$ cat src/rtl/core/gsbc_pkg.sv
// Shared types and constants of the gyro still-bias calibrator.
`timescale 1ns / 1ps

package gsbc_pkg;

    // Fixed field widths
    localparam int TIME_W    = 32;
    localparam int TOL_W     = 15;
    localparam int WIN_W     = 24;
    localparam int ERR_W     = 8;
    localparam int CFG_IDX_W = 1;

    // Configuration register indexes
    localparam logic [CFG_IDX_W-1:0] CFG_TOLERANCE = 1'd0;
    localparam logic [CFG_IDX_W-1:0] CFG_WINDOW    = 1'd1;

    // Register reset values
    localparam logic [TOL_W-1:0] TOL_RESET = 15'd102;
    localparam logic [WIN_W-1:0] WIN_RESET = 24'd3000000;

    // Calibration phase
    typedef enum logic [1:0] {
        PH_ARMED   = 2'd0,
        PH_COLLECT = 2'd1,
        PH_DONE    = 2'd2
    } t_phase;

    // Sequencer states
    typedef enum logic [2:0] {
        ST_IDLE = 3'd0,
        ST_EVAL = 3'd1,
        ST_ACC  = 3'd2,
        ST_PREP = 3'd3,
        ST_DIV  = 3'd4,
        ST_FIN  = 3'd5,
        ST_OUT  = 3'd6
    } t_state;

endpackage

$ cat src/rtl/core/gyro_still_bias_calibrator.sv
// Gyro still-bias calibrator: still detection, bit-serial sums and bit-serial divide.
`timescale 1ns / 1ps

// Averages three-axis gyro samples taken while the sensor is still and reports the
// averages as the zero-rate bias. The block works on one item at a time. A gyro sample
// that is still is added into the three axis sums by bit-serial adders, one bit per
// cycle, before its result is produced. The sample that closes the window is then
// divided: three restoring dividers produce the quotients one bit per cycle over the
// same word length. Restarts, failed reads, samples that are not still and samples
// after calibration is done skip the serial add and divide.
// A finished result waits in an output register, and the next item is accepted
// while it waits.
module gyro_still_bias_calibrator #(
    parameter int COUNT_BITS = 20,
    parameter int RATE_BITS  = 16,
    localparam int IN_DATA_W  = ((gsbc_pkg::TIME_W + 3 * RATE_BITS + 7) / 8) * 8,
    localparam int OUT_DATA_W = ((3 * RATE_BITS + COUNT_BITS + gsbc_pkg::ERR_W + 7) / 8) * 8
) (
    input  logic                           i_clk,
    input  logic                           i_rst_n,
    // configuration write port
    input  logic                           i_cfg_wr_en,
    input  logic [gsbc_pkg::CFG_IDX_W-1:0] i_cfg_index,
    input  logic [gsbc_pkg::WIN_W-1:0]     i_cfg_data,
    // input items
    input  logic                           i_s_tvalid,
    output logic                           o_s_tready,
    input  logic [IN_DATA_W-1:0]           i_s_tdata,   // now_us, rate_x, rate_y, rate_z, pad
    input  logic [1:0]                     i_s_tuser,   // operation, read_ok
    // result items
    output logic                           o_m_tvalid,
    input  logic                           i_m_tready,
    output logic [OUT_DATA_W-1:0]          o_m_tdata,   // bias_x, bias_y, bias_z,
                                                        // still_count, errors_seen, pad
    output logic [0:0]                     o_m_tuser    // done_res
);

    import gsbc_pkg::*;

    localparam int SUM_W    = RATE_BITS + COUNT_BITS;
    localparam int BCNT_W   = $clog2(SUM_W);
    localparam int CMP_W    = (RATE_BITS > TOL_W) ? RATE_BITS : TOL_W;
    localparam logic [BCNT_W-1:0] BIT_LAST = BCNT_W'(SUM_W - 1);

    // configuration
    logic [TOL_W-1:0]      r_tol;
    logic [WIN_W-1:0]      r_win_len;

    // sequencer
    t_state                r_state, n_state;

    // calibration state
    t_phase                r_phase;
    logic [TIME_W-1:0]     r_win_start;
    logic [SUM_W-1:0]      r_sum [3];
    logic [COUNT_BITS-1:0] r_count;
    logic [RATE_BITS-1:0]  r_bias [3];
    logic [ERR_W-1:0]      r_err;

    // held item and serial datapath
    logic                  r_op;
    logic                  r_ok;
    logic [TIME_W-1:0]     r_now;
    logic [SUM_W-1:0]      r_add [3];
    logic [2:0]            r_cy;
    logic [COUNT_BITS-1:0] r_rem [3];
    logic [2:0]            r_neg;
    logic                  r_finish;
    logic [BCNT_W-1:0]     r_bit_cnt;

    // output register
    logic                  r_out_valid;
    logic                  r_out_done;
    logic [RATE_BITS-1:0]  r_out_bias [3];
    logic [COUNT_BITS-1:0] r_out_count;
    logic [ERR_W-1:0]      r_out_err;

    // combinational helpers
    logic [RATE_BITS-1:0]  mag [3];
    logic                  still;
    logic [TIME_W-1:0]     ws;
    logic [TIME_W-1:0]     elapsed;
    logic                  late;
    logic [COUNT_BITS-1:0] n_count;
    logic                  s_accept;
    logic                  out_load;
    logic                  bit_last;
    logic                  go_acc;

    // Still test, window timing and next count from the held item
    always_comb begin
        still = 1'b1;
        for (int i = 0; i < 3; i++) begin
            mag[i] = r_add[i][RATE_BITS-1] ? -r_add[i][RATE_BITS-1:0]
                                           : r_add[i][RATE_BITS-1:0];
            if (!(CMP_W'(mag[i]) < CMP_W'(r_tol))) begin
                still = 1'b0;
            end
        end
        ws      = (r_phase == PH_ARMED) ? r_now : r_win_start;
        elapsed = r_now - ws;
        late    = elapsed > TIME_W'(r_win_len);
        n_count = r_count + COUNT_BITS'(1);
    end

    assign s_accept = i_s_tvalid && o_s_tready;
    assign bit_last = (r_bit_cnt == BIT_LAST);
    assign go_acc   = !r_op && r_ok && (r_phase != PH_DONE) && still;

    // State register
    always_ff @(posedge i_clk) begin
        if (!i_rst_n) begin
            r_state <= ST_IDLE;
        end else begin
            r_state <= n_state;
        end
    end

    // Next state and handshake outputs
    always_comb begin
        n_state    = r_state;
        o_s_tready = 1'b0;
        out_load   = 1'b0;
        unique case (r_state)
            ST_IDLE: begin
                o_s_tready = 1'b1;
                if (i_s_tvalid) begin
                    n_state = ST_EVAL;
                end
            end
            ST_EVAL: begin
                n_state = go_acc ? ST_ACC : ST_OUT;
            end
            ST_ACC: begin
                if (bit_last) begin
                    n_state = r_finish ? ST_PREP : ST_OUT;
                end
            end
            ST_PREP: begin
                n_state = ST_DIV;
            end
            ST_DIV: begin
                if (bit_last) begin
                    n_state = ST_FIN;
                end
            end
            ST_FIN: begin
                n_state = ST_OUT;
            end
            ST_OUT: begin
                if (!r_out_valid || i_m_tready) begin
                    out_load = 1'b1;
                    n_state  = ST_IDLE;
                end
            end
            default: begin
                n_state = ST_IDLE;
            end
        endcase
    end

    // Configuration registers
    always_ff @(posedge i_clk) begin
        if (!i_rst_n) begin
            r_tol     <= TOL_RESET;
            r_win_len <= WIN_RESET;
        end else if (i_cfg_wr_en) begin
            unique case (i_cfg_index)
                CFG_TOLERANCE: r_tol     <= i_cfg_data[TOL_W-1:0];
                CFG_WINDOW:    r_win_len <= i_cfg_data;
                default:       r_tol     <= r_tol;
            endcase
        end
    end

    // Calibration state and serial datapath
    always_ff @(posedge i_clk) begin
        if (!i_rst_n) begin
            r_phase     <= PH_ARMED;
            r_win_start <= '0;
            r_count     <= '0;
            r_err       <= '0;
            r_bit_cnt   <= '0;
            for (int i = 0; i < 3; i++) begin
                r_sum[i]  <= '0;
                r_bias[i] <= '0;
            end
        end else begin
            unique case (r_state)
                ST_IDLE: begin
                    // capture the item, rates sign-extended for the serial adder
                    if (s_accept) begin
                        r_op  <= i_s_tuser[0];
                        r_ok  <= i_s_tuser[1];
                        r_now <= i_s_tdata[TIME_W-1:0];
                        for (int i = 0; i < 3; i++) begin
                            r_add[i] <= SUM_W'($signed(
                                i_s_tdata[TIME_W + i*RATE_BITS +: RATE_BITS]));
                        end
                    end
                end
                ST_EVAL: begin
                    priority if (r_op) begin
                        // restart: clear sums, count and bias
                        r_count <= '0;
                        r_phase <= PH_ARMED;
                        for (int i = 0; i < 3; i++) begin
                            r_sum[i]  <= '0;
                            r_bias[i] <= '0;
                        end
                    end else if (!r_ok) begin
                        r_err <= r_err + ERR_W'(1);
                    end else if (r_phase == PH_DONE) begin
                        r_err <= r_err;
                    end else if (!still) begin
                        // motion: restart the window here
                        r_count     <= '0;
                        r_win_start <= r_now;
                        r_phase     <= PH_COLLECT;
                        for (int i = 0; i < 3; i++) begin
                            r_sum[i] <= '0;
                        end
                    end else begin
                        r_win_start <= ws;
                        r_phase     <= PH_COLLECT;
                        r_count     <= n_count;
                        r_finish    <= late || (&n_count);
                        r_bit_cnt   <= '0;
                        r_cy        <= '0;
                    end
                end
                ST_ACC: begin
                    // one bit per axis per cycle, LSB first, sums rotate back in place
                    for (int i = 0; i < 3; i++) begin
                        r_sum[i] <= {r_sum[i][0] ^ r_add[i][0] ^ r_cy[i],
                                     r_sum[i][SUM_W-1:1]};
                        r_cy[i]  <= (r_sum[i][0] & r_add[i][0]) |
                                    (r_sum[i][0] & r_cy[i]) |
                                    (r_add[i][0] & r_cy[i]);
                        r_add[i] <= {r_add[i][SUM_W-1], r_add[i][SUM_W-1:1]};
                    end
                    r_bit_cnt <= r_bit_cnt + BCNT_W'(1);
                end
                ST_PREP: begin
                    // sums become dividend magnitudes; signs kept for the quotient
                    for (int i = 0; i < 3; i++) begin
                        r_neg[i] <= r_sum[i][SUM_W-1];
                        r_sum[i] <= r_sum[i][SUM_W-1] ? -r_sum[i] : r_sum[i];
                        r_rem[i] <= '0;
                    end
                    r_bit_cnt <= '0;
                end
                ST_DIV: begin
                    // restoring divide, MSB first; quotient bits shift in at the bottom
                    for (int i = 0; i < 3; i++) begin
                        logic [COUNT_BITS:0] trial;
                        logic [COUNT_BITS:0] diff;
                        logic                ge;
                        trial = {r_rem[i], r_sum[i][SUM_W-1]};
                        diff  = trial - {1'b0, r_count};
                        ge    = trial >= {1'b0, r_count};
                        r_rem[i] <= ge ? diff[COUNT_BITS-1:0] : trial[COUNT_BITS-1:0];
                        r_sum[i] <= {r_sum[i][SUM_W-2:0], ge};
                    end
                    r_bit_cnt <= r_bit_cnt + BCNT_W'(1);
                end
                ST_FIN: begin
                    for (int i = 0; i < 3; i++) begin
                        r_bias[i] <= r_neg[i] ? -r_sum[i][RATE_BITS-1:0]
                                              : r_sum[i][RATE_BITS-1:0];
                    end
                    r_phase <= PH_DONE;
                end
                ST_OUT: begin
                    r_bit_cnt <= '0;
                end
                default: begin
                    r_bit_cnt <= '0;
                end
            endcase
        end
    end

    // Output register
    always_ff @(posedge i_clk) begin
        if (!i_rst_n) begin
            r_out_valid <= 1'b0;
        end else if (out_load) begin
            r_out_valid <= 1'b1;
        end else if (i_m_tready) begin
            r_out_valid <= 1'b0;
        end
    end

    always_ff @(posedge i_clk) begin
        if (out_load) begin
            r_out_done  <= (r_phase == PH_DONE);
            r_out_count <= r_count;
            r_out_err   <= r_err;
            for (int i = 0; i < 3; i++) begin
                r_out_bias[i] <= r_bias[i];
            end
        end
    end

    assign o_m_tvalid = r_out_valid;
    assign o_m_tuser  = r_out_done;
    assign o_m_tdata  = OUT_DATA_W'({r_out_err, r_out_count,
                                     r_out_bias[2], r_out_bias[1], r_out_bias[0]});

    // Assertions
    a_div_nonzero: assert property (@(posedge i_clk) disable iff (!i_rst_n)
        (r_state == ST_PREP || r_state == ST_DIV) |-> r_count != '0)
        else $error("divide started with a zero count");

    a_serial_phase: assert property (@(posedge i_clk) disable iff (!i_rst_n)
        (r_state == ST_ACC || r_state == ST_DIV) |-> r_phase == PH_COLLECT)
        else $error("serial work outside the collect phase");

    a_done_count: assert property (@(posedge i_clk) disable iff (!i_rst_n)
        (o_m_tvalid && o_m_tuser[0]) |-> o_m_tdata[3*RATE_BITS +: COUNT_BITS] != '0)
        else $error("done reported with no still samples");

    a_no_accept_busy: assert property (@(posedge i_clk) disable iff (!i_rst_n)
        (r_state == ST_ACC && !bit_last) |=> r_state == ST_ACC)
        else $error("serial add left early");

    a_load_frees: assert property (@(posedge i_clk) disable iff (!i_rst_n)
        out_load |=> (o_m_tvalid && r_state == ST_IDLE))
        else $error("result load did not return to idle");

endmodule

$ cat config.mk
export PLATFORM = sky130hd
export DESIGN_NAME = gyro_still_bias_calibrator
export DESIGN_NICKNAME = d
export VERILOG_FILES = /design/src/rtl/core/gsbc_pkg.sv /design/src/rtl/core/gyro_still_bias_calibrator.sv
export SDC_FILE = /design/constraint.sdc
export NUM_CORES = 1
export LEC_CHECK = 0
export ABC_CLOCK_PERIOD_IN_PS = 8500
export BUFFER_PORTS_ARGS = -buffer_cell sky130_fd_sc_hd__buf_2
export CAP_MARGIN = 20
export CELL_PAD_IN_SITES_DETAIL_PLACEMENT = 0
export CELL_PAD_IN_SITES_GLOBAL_PLACEMENT = 1
export CORE_ASPECT_RATIO = 0.75
export CORE_UTILIZATION = 45
export CTS_BUF_LIST = sky130_fd_sc_hd__clkbuf_2 sky130_fd_sc_hd__clkbuf_4 sky130_fd_sc_hd__clkbuf_8
export DETAILED_ROUTE_END_ITERATION = 6
export PLACE_DENSITY = 0.77
export SLEW_MARGIN = 20
export SYNTH_ARGS = -nofsm -noshare
export SYNTH_HDL_FRONTEND = slang
export SYNTH_SLANG_ARGS = --single-unit
$ cat constraint.sdc
create_clock -name i_clk -period 8.5 [get_ports i_clk]
set_input_delay 2.125 -clock i_clk [delete_from_list [all_inputs] [get_ports i_clk]]
set_output_delay 2.125 -clock i_clk [all_outputs]
set_load 0.005 [all_outputs]
[After elaboration in Yosys (flattened, before gate mapping)]
Memory sizes are Yosys's and may differ from the RTL's.
Cells that the tools add are included.
Word-level totals
  memories kept: 5
  bits in registers: 181
  bits in writable memories: 372
  output and inout bits: 83
Memory list
  r_add: depth 3, bits a word 36, read ports 3, clocked after Yosys merged registers in 0, write ports 3, RTL line gyro_still_bias_calibrator.sv:64  | logic [SUM_W-1:0] r_add [3];
  r_sum: depth 3, bits a word 36, read ports 3, clocked after Yosys merged registers in 0, write ports 3, RTL line gyro_still_bias_calibrator.sv:55  | logic [SUM_W-1:0] r_sum [3];
  r_rem: depth 3, bits a word 20, read ports 3, clocked after Yosys merged registers in 0, write ports 3, RTL line gyro_still_bias_calibrator.sv:66  | logic [COUNT_BITS-1:0] r_rem [3];
  r_bias: depth 3, bits a word 16, read ports 3, clocked after Yosys merged registers in 0, write ports 3, RTL line gyro_still_bias_calibrator.sv:57  | logic [RATE_BITS-1:0] r_bias [3];
  r_out_bias: depth 3, bits a word 16, read ports 3, clocked after Yosys merged registers in 0, write ports 3, RTL line gyro_still_bias_calibrator.sv:74  | logic [RATE_BITS-1:0] r_out_bias [3];
Operators by class
  muxes and demuxes: 104
  equal/unequal tests: 20
  reduce and logical (&&, ||, !) cells: 29
  $add $sub $neg: 16
  bitwise gates (word level): 53
  magnitude comparators: 7
Operators by type and width (number)
  36-bit 2-to-1 mux: 21
  20-bit 2-to-1 mux: 10
  16-bit 2-to-1 mux: 12
  36-bit negator: 3
  16-bit negator: 6
  32-bit 2-to-1 mux: 2
  21-bit by 20-bit greater-or-equal comparator with 1-bit output: 3
  20-bit subtractor: 3
  16-bit by 15-bit < comparator with 1-bit output: 3
  1-bit 2-to-1 mux: 38
  1-bit bitwise OR: 33
  32-bit by 24-bit greater-than comparator with 1-bit output: 1
  32-bit subtractor: 1
  3-bit 2-to-1 mux: 10
  6-bit 2-to-1 mux: 4
  3-bit case mux with 7 select lines: 1
  20-bit by 1-bit adder with 20-bit output, second input constant: 1
  2-bit inequality test, second input constant: 10
  20-bit AND reduction: 1
  6-bit case mux with 3 select lines: 1
  3-bit AND reduction: 4
  6-bit AND reduction: 2
  1-bit AND: 9
  3-bit == test, second input constant: 3
  22 further kinds: 47

[Depth between registers and ports, before layout]
An unclocked memory read counts as a cell.
  depth after elaboration: 18
  mapped depth: 24
  gate-level depth less buffers: 24

[Worst setup path after synthesis]
Ideal clock, no wire load.
  kind: input to register
  start point: input i_m_tready
  end point: register r_out_done, in the netlist o_m_tuser, enable pin
  cell stages on the path: 2
  data arrival time: 7.787 ns
  path slack: 0.090 ns
  setup time: 0.622 ns
  path buffers: 0
  required time: 7.878 ns
  cells stage by stage: nor2b_1 nor3b_1
On the way
  longest elaborated chain between the ends: 3
Ends and longest elaborated chain
  start: declaration: RTL line gyro_still_bias_calibrator.sv:32  | input logic i_m_tready,
  1-bit logical OR: RTL line gyro_still_bias_calibrator.sv:151  | if (!r_out_valid || i_m_tready) begin
  1-bit 2-to-1 mux: RTL line gyro_still_bias_calibrator.sv:151
  1-bit 2-to-1 mux: RTL line gyro_still_bias_calibrator.sv:124  | unique case (r_state)
  via out_load: RTL line gyro_still_bias_calibrator.sv:86  | logic out_load;
  end signal: assignment: RTL line gyro_still_bias_calibrator.sv:297  | r_out_done <= (r_phase == PH_DONE);
  end: declaration: RTL line gyro_still_bias_calibrator.sv:73  | logic r_out_done;
The timed path passes the listed nets, and every way through them passes these cells.
A chain may end at the register's enable or synchronous reset.

[Worst setup path after layout]
  start point: register r_phase[0]
  end point: register r_finish, data pin
On the way
  longest elaborated chain between the ends: 5
Ends and longest elaborated chain
  start: declaration: RTL line gyro_still_bias_calibrator.sv:53  | t_phase r_phase;
  start signal: assignment: RTL line gyro_still_bias_calibrator.sv:179  | r_phase <= PH_ARMED;
  start signal: assignment: RTL line gyro_still_bias_calibrator.sv:206  | r_phase <= PH_ARMED;
  start signal: assignment: RTL line gyro_still_bias_calibrator.sv:219  | r_phase <= PH_COLLECT;
  2-bit zero test: RTL line gyro_still_bias_calibrator.sv:100  | ws = (r_phase == PH_ARMED) ? r_now : r_win_start;
  32-bit 2-to-1 mux: RTL line gyro_still_bias_calibrator.sv:100
  32-bit subtractor: RTL line gyro_still_bias_calibrator.sv:101  | elapsed = r_now - ws;
  32-bit by 24-bit greater-than comparator with 1-bit output: RTL line gyro_still_bias_calibrator.sv:102  | late = elapsed > TIME_W'(r_win_len);
  1-bit logical OR: RTL line gyro_still_bias_calibrator.sv:227  | r_finish <= late || (&n_count);
  end signal: assignment: RTL line gyro_still_bias_calibrator.sv:227
  end: declaration: RTL line gyro_still_bias_calibrator.sv:68  | logic r_finish;
Every way passes these cells.

==> impl_metrics.py <==
metrics = {
    "die": {
        "num_rows": 81,
        "die_y_um": 224.7,
        "starting_density_of_the_core_pct": 45.58,
        "dieArea_sq_um": 67150,
        "die_w_um": 298.9,
        "top_level_ports": 195,
        "core_area_sq_um": 65270,
    },
    "timing": {
        "rsz0062_at_grt": "false",
        "slew_violations": 0,
        "clock_skew_ns": 0.04136,
        "final_critical_path_setup_slack_ns": 2.601,
        "worst_slew_pin_slew_ns": 1.098,
        "finalCritPeriodShare_pct": 69.40,
        "final_hold_viol_count": 0,
        "minimum_period_implied_by_the_final_worst_setup_slack_ns": 5.899,
        "timing.setup.tns_ns": 0,
        "fmaxAchievable_mhz": 169.5,
        "max_slew_margin_pct": 26.77,
        "final-setup-viol-count": 0,
    },
    "setup_path": {
        "worst-setup-path-type": "reg2reg",
        "critPathBufInv": 1,
        "end_kind": "register",
        "cp_cell_sequence": "nor2_4, mux2_2, ha_1, inv_1, fa_1, nand2_1, a21oi_1, o41ai_1, o211ai_1, nand3_1, nand2_1, nand3_1, nand2_1, xor2_1, ha_1, a21o_1, a21oi_1, o21ai_0, or3b_2, a21oi_1, a32oi_1, a2111oi_0, nand4_1, or4_1",
        "critPathMaxFanout": 17,
        "arrival_ns": 6.35,
        "timing.critical_path.max_delay_family": "simple AND/OR/NAND/NOR gates",
        "crit_required_ns": 8.95,
        "worst_setup_sp_type": "register",
        "cp_slowest_cell": "sky130_fd_sc_hd__nor2_4",
        "worst_path_largest_cell_delay_ns": 0.52,
    },
    "logic_synthesis": {
        "compound_gate_fraction_of_synth_area_pct": 14.22,
        "muxShareOfSynthArea_pct": 3.844,
        "post_synth_inst_count": 3093,
        "yosys_warnings": 0,
        "synthArstFlopShare_pct": 0,
        "synth_area_sq_um": 29750,
        "main_combinational_cell_family_by_area_after_synthesis": "simple AND/OR/NAND/NOR gates",
        "synth_flop_cell": "sky130_fd_sc_hd__edfxtp_1",
        "seq_area_frac_synth_pct": 46.03,
        "yosys.area_share.simple_pct": 17.46,
        "synth-xor-area-share_pct": 6.860,
        "ys_ff_latch": 493,
        "synth_fa_ha_area_share_pct": 7.495,
        "avgSynthCellArea_sq_um": 9.618,
        "number_of_enable_type_register_cells_in_the_synthesized_netlist": 382,
        "netlist-cell-type-count": 92,
    },
    "global_routing": {
        "grt_antenna_before_repair": 8,
        "global_route.peak_usage_layer": "met2",
        "grt_first_pass_wirelength_um": 120500,
        "largest_net_degree_at_the_start_of_global_routing": 101,
        "gr-usage-met3_pct": 4.221,
        "gr-usage-met1_pct": 30.67,
        "gr-total-overflow": 0,
        "first_global_vias": 22840,
        "use_met2_pct": 35.10,
        "gr-usage-all-layers_pct": 22.07,
    },
    "cts": {
        "cts_hold_buffers": 0,
        "clock-sinks": 493,
        "cts_buffer_depth": 3,
        "cts_tree": "built",
        "post_cts_resized": 0,
        "clk_pin_slew_worst_paths_ns": 0.07,
        "clock_insertion_delay_worst_skew_ns": 0.70,
        "clock_tree.root_cell": "sky130_fd_sc_hd__clkbuf_8",
        "tritoncts.num_buffers": 84,
        "htree_levels": 3,
        "cts.repair_timing.setup_buffer_count": 0,
    },
    "power": {
        "cell_pwr_density_nw_per_um2": 279.2,
        "static-leakage-power_nw": 13.20,
        "vdd_drop_max_uv": 167.4,
    },
    "drt": {
        "routed_wirelength_um": 74860,
        "drc_violation_count_after_routing": 0,
        "detail_route.first_pass.iterations": 5,
        "post_drt_via_cell_ratio": 5.605,
        "wl_per_cell_um": 17.95,
        "total_vias_in_the_final_route": 23380,
        "drtIter0Drc": 1640,
        "drtAntennaViolNets": 0,
    },
    "finish": {
        "drive_gt1_share_pct": 12.66,
        "design.final.nets": 3517,
        "post_layout_nonfiller_instances": 4171,
        "num-fill-cells": 6019,
        "fin_area_sq_um": 33120,
        "area.growth.synth_to_final_pct": 11.32,
    },
    "place": {
        "postPlaceCellArea_sq_um": 31440,
        "buffer_ports.inserted": 190,
        "dp_cells": 4014,
        "place_worst_setup_slack_ns": 2.657,
        "dpl.hpwl_um": 52430,
        "placer_s_final_routability_congestion_estimate": 0.8574,
    },
    "worst_hold_path": {
        "timing.hold.worst.class": "reg2reg",
    },
    "outcome": {
        "outcome": "finished, final reports clean",
    },
    "job": {
        "timing.max_cap.violations": 0,
    },
}
==> power breakdown <==
part	total (mW)	leakage, nW	switching [mW]	internal, mW
Combinational	3.31	7.67	1.93	1.38
Sequential	3.81	4.68	0.570	3.24
Clock	2.12	0.855	1.02	1.10
==> routing by layer <==
layer | part of all wire [%] | wire length [um] | vias to the layer above
met5 | 0.048 | 36 | -
met4 | 1.9 | 1429 | 6
met3 | 5.4 | 4078 | 115
met2 | 45 | 34030 | 594
met1 | 47 | 35280 | 11180
li1 | - | - | 11480
==> state kept, by name (all words and copies together) (netlist names), 15 cells and up <==
register	cells
r_now	32
r_sum	108
r_add	48
r_tol	15
r_rem	60
r_win_start	32
r_out_count	20
r_bias	48
r_count	20
r_win_len	24
r_out_bias	48
==> kinds of logic (layout without fill, tap and decap cells) <==
family / Yosys count / in the layout
buffers and inverters: 304 / 503
AOI/OAI and AO/OA: 646 / 646
adders and majority gates: 174 / 174
other: 1 / 9
and+or+nand+nor: 1128 / 1128
xor gates and xnor gates: 233 / 233
DFF: 493 / 493
muxes: 114 / 114
==> final cells by class <==
class                      count  area, sq um  share of cell area (%)
multi-input combinational   2299        14970                   45.19
timing repair buffer         218         1225                   3.699
inverter                     135        511.7                   1.545
sequential                   493        13690                   41.35
tap                          871         1090                   3.291
clock buffer                 116         1396                   4.217
antenna                        5        12.51                 0.03778
clock inverter                34        221.5                  0.6688
==> per-stage QoR <==
stage               total power [mW]  utilization, %  hold slack (ns)
CTS                            9.292           50.65           0.4052
global route                   9.884           50.72           0.4049
floorplan                      6.233               -           0.4003
detailed placement             7.131           48.17           0.4054
finish                         9.245           50.74           0.4075
global placement               6.990           48.09           0.4012
==> worst paths after layout <==
| check | from | to | slack [ns] | cells after the start |
|---|---|---|---|---|
| hold / removal | r_bias[0][26]$_SDFFCE_PN0P_ | r_out_bias[0][26]$_DFFE_PP_ | 0.41 | 0 |
| setup reg to reg | r_phase[0]$_SDFFE_PN0P_ | r_finish$_DFFE_PP_ | 2.60 | 24 |
| hold reg to reg | r_bias[0][26]$_SDFFCE_PN0P_ | r_out_bias[0][26]$_DFFE_PP_ | 0.41 | 0 |
| setup / recovery | r_phase[0]$_SDFFE_PN0P_ | r_finish$_DFFE_PP_ | 2.60 | 24 |
==> cell usage after synthesis (21+ instances only) <==
cell type	n	share of area, %
sky130_fd_sc_hd__xnor2_1	122	3.6
sky130_fd_sc_hd__inv_1	132	1.7
sky130_fd_sc_hd__mux2i_1	112	3.8
sky130_fd_sc_hd__clkbuf_1	143	1.8
sky130_fd_sc_hd__a22oi_1	49	1.2
sky130_fd_sc_hd__nor2_1	328	4.1
sky130_fd_sc_hd__o211ai_1	28	0.71
sky130_fd_sc_hd__ha_1	167	7.0
sky130_fd_sc_hd__nand2_1	427	5.4
sky130_fd_sc_hd__a31oi_1	22	0.46
sky130_fd_sc_hd__edfxtp_1	382	39
sky130_fd_sc_hd__nand2b_1	29	0.61
sky130_fd_sc_hd__nor2b_1	28	0.59
sky130_fd_sc_hd__nor4_1	26	0.55
sky130_fd_sc_hd__or3_1	30	0.63
sky130_fd_sc_hd__a221oi_1	41	1.2
sky130_fd_sc_hd__a21oi_1	154	2.6
sky130_fd_sc_hd__xor2_1	111	3.3
sky130_fd_sc_hd__nand4_1	30	0.63
sky130_fd_sc_hd__a211oi_1	21	0.53
sky130_fd_sc_hd__nor3_1	75	1.3
sky130_fd_sc_hd__a21o_1	45	1.1
sky130_fd_sc_hd__o21ai_0	154	2.6
sky130_fd_sc_hd__dfxtp_1	111	7.5
sky130_fd_sc_hd__nand3_1	51	0.86
==> layout by cell type (no fill, tap or decap), types with 22 or more instances in the layout <==
cell and n:
sky130_fd_sc_hd__a21o_1 45, sky130_fd_sc_hd__nand2b_1 29, sky130_fd_sc_hd__clkbuf_4 32, sky130_fd_sc_hd__nor2b_1 27
sky130_fd_sc_hd__mux2i_1 112, sky130_fd_sc_hd__o211ai_1 28, sky130_fd_sc_hd__buf_4 23, sky130_fd_sc_hd__a221oi_1 40
sky130_fd_sc_hd__nor2_1 325, sky130_fd_sc_hd__a21oi_1 151, sky130_fd_sc_hd__ha_1 167, sky130_fd_sc_hd__dfxtp_1 111
sky130_fd_sc_hd__nor3_1 74, sky130_fd_sc_hd__inv_1 132, sky130_fd_sc_hd__nand2_1 426, sky130_fd_sc_hd__or3_1 28
sky130_fd_sc_hd__xor2_1 111, sky130_fd_sc_hd__clkbuf_8 84, sky130_fd_sc_hd__xnor2_1 122, sky130_fd_sc_hd__nand4_1 30
sky130_fd_sc_hd__nand3_1 50, sky130_fd_sc_hd__buf_2 190, sky130_fd_sc_hd__a31oi_1 22, sky130_fd_sc_hd__o21ai_0 153
sky130_fd_sc_hd__edfxtp_1 382, sky130_fd_sc_hd__nor4_1 26, sky130_fd_sc_hd__a22oi_1 49
Power figures use the tool's default switching activity.
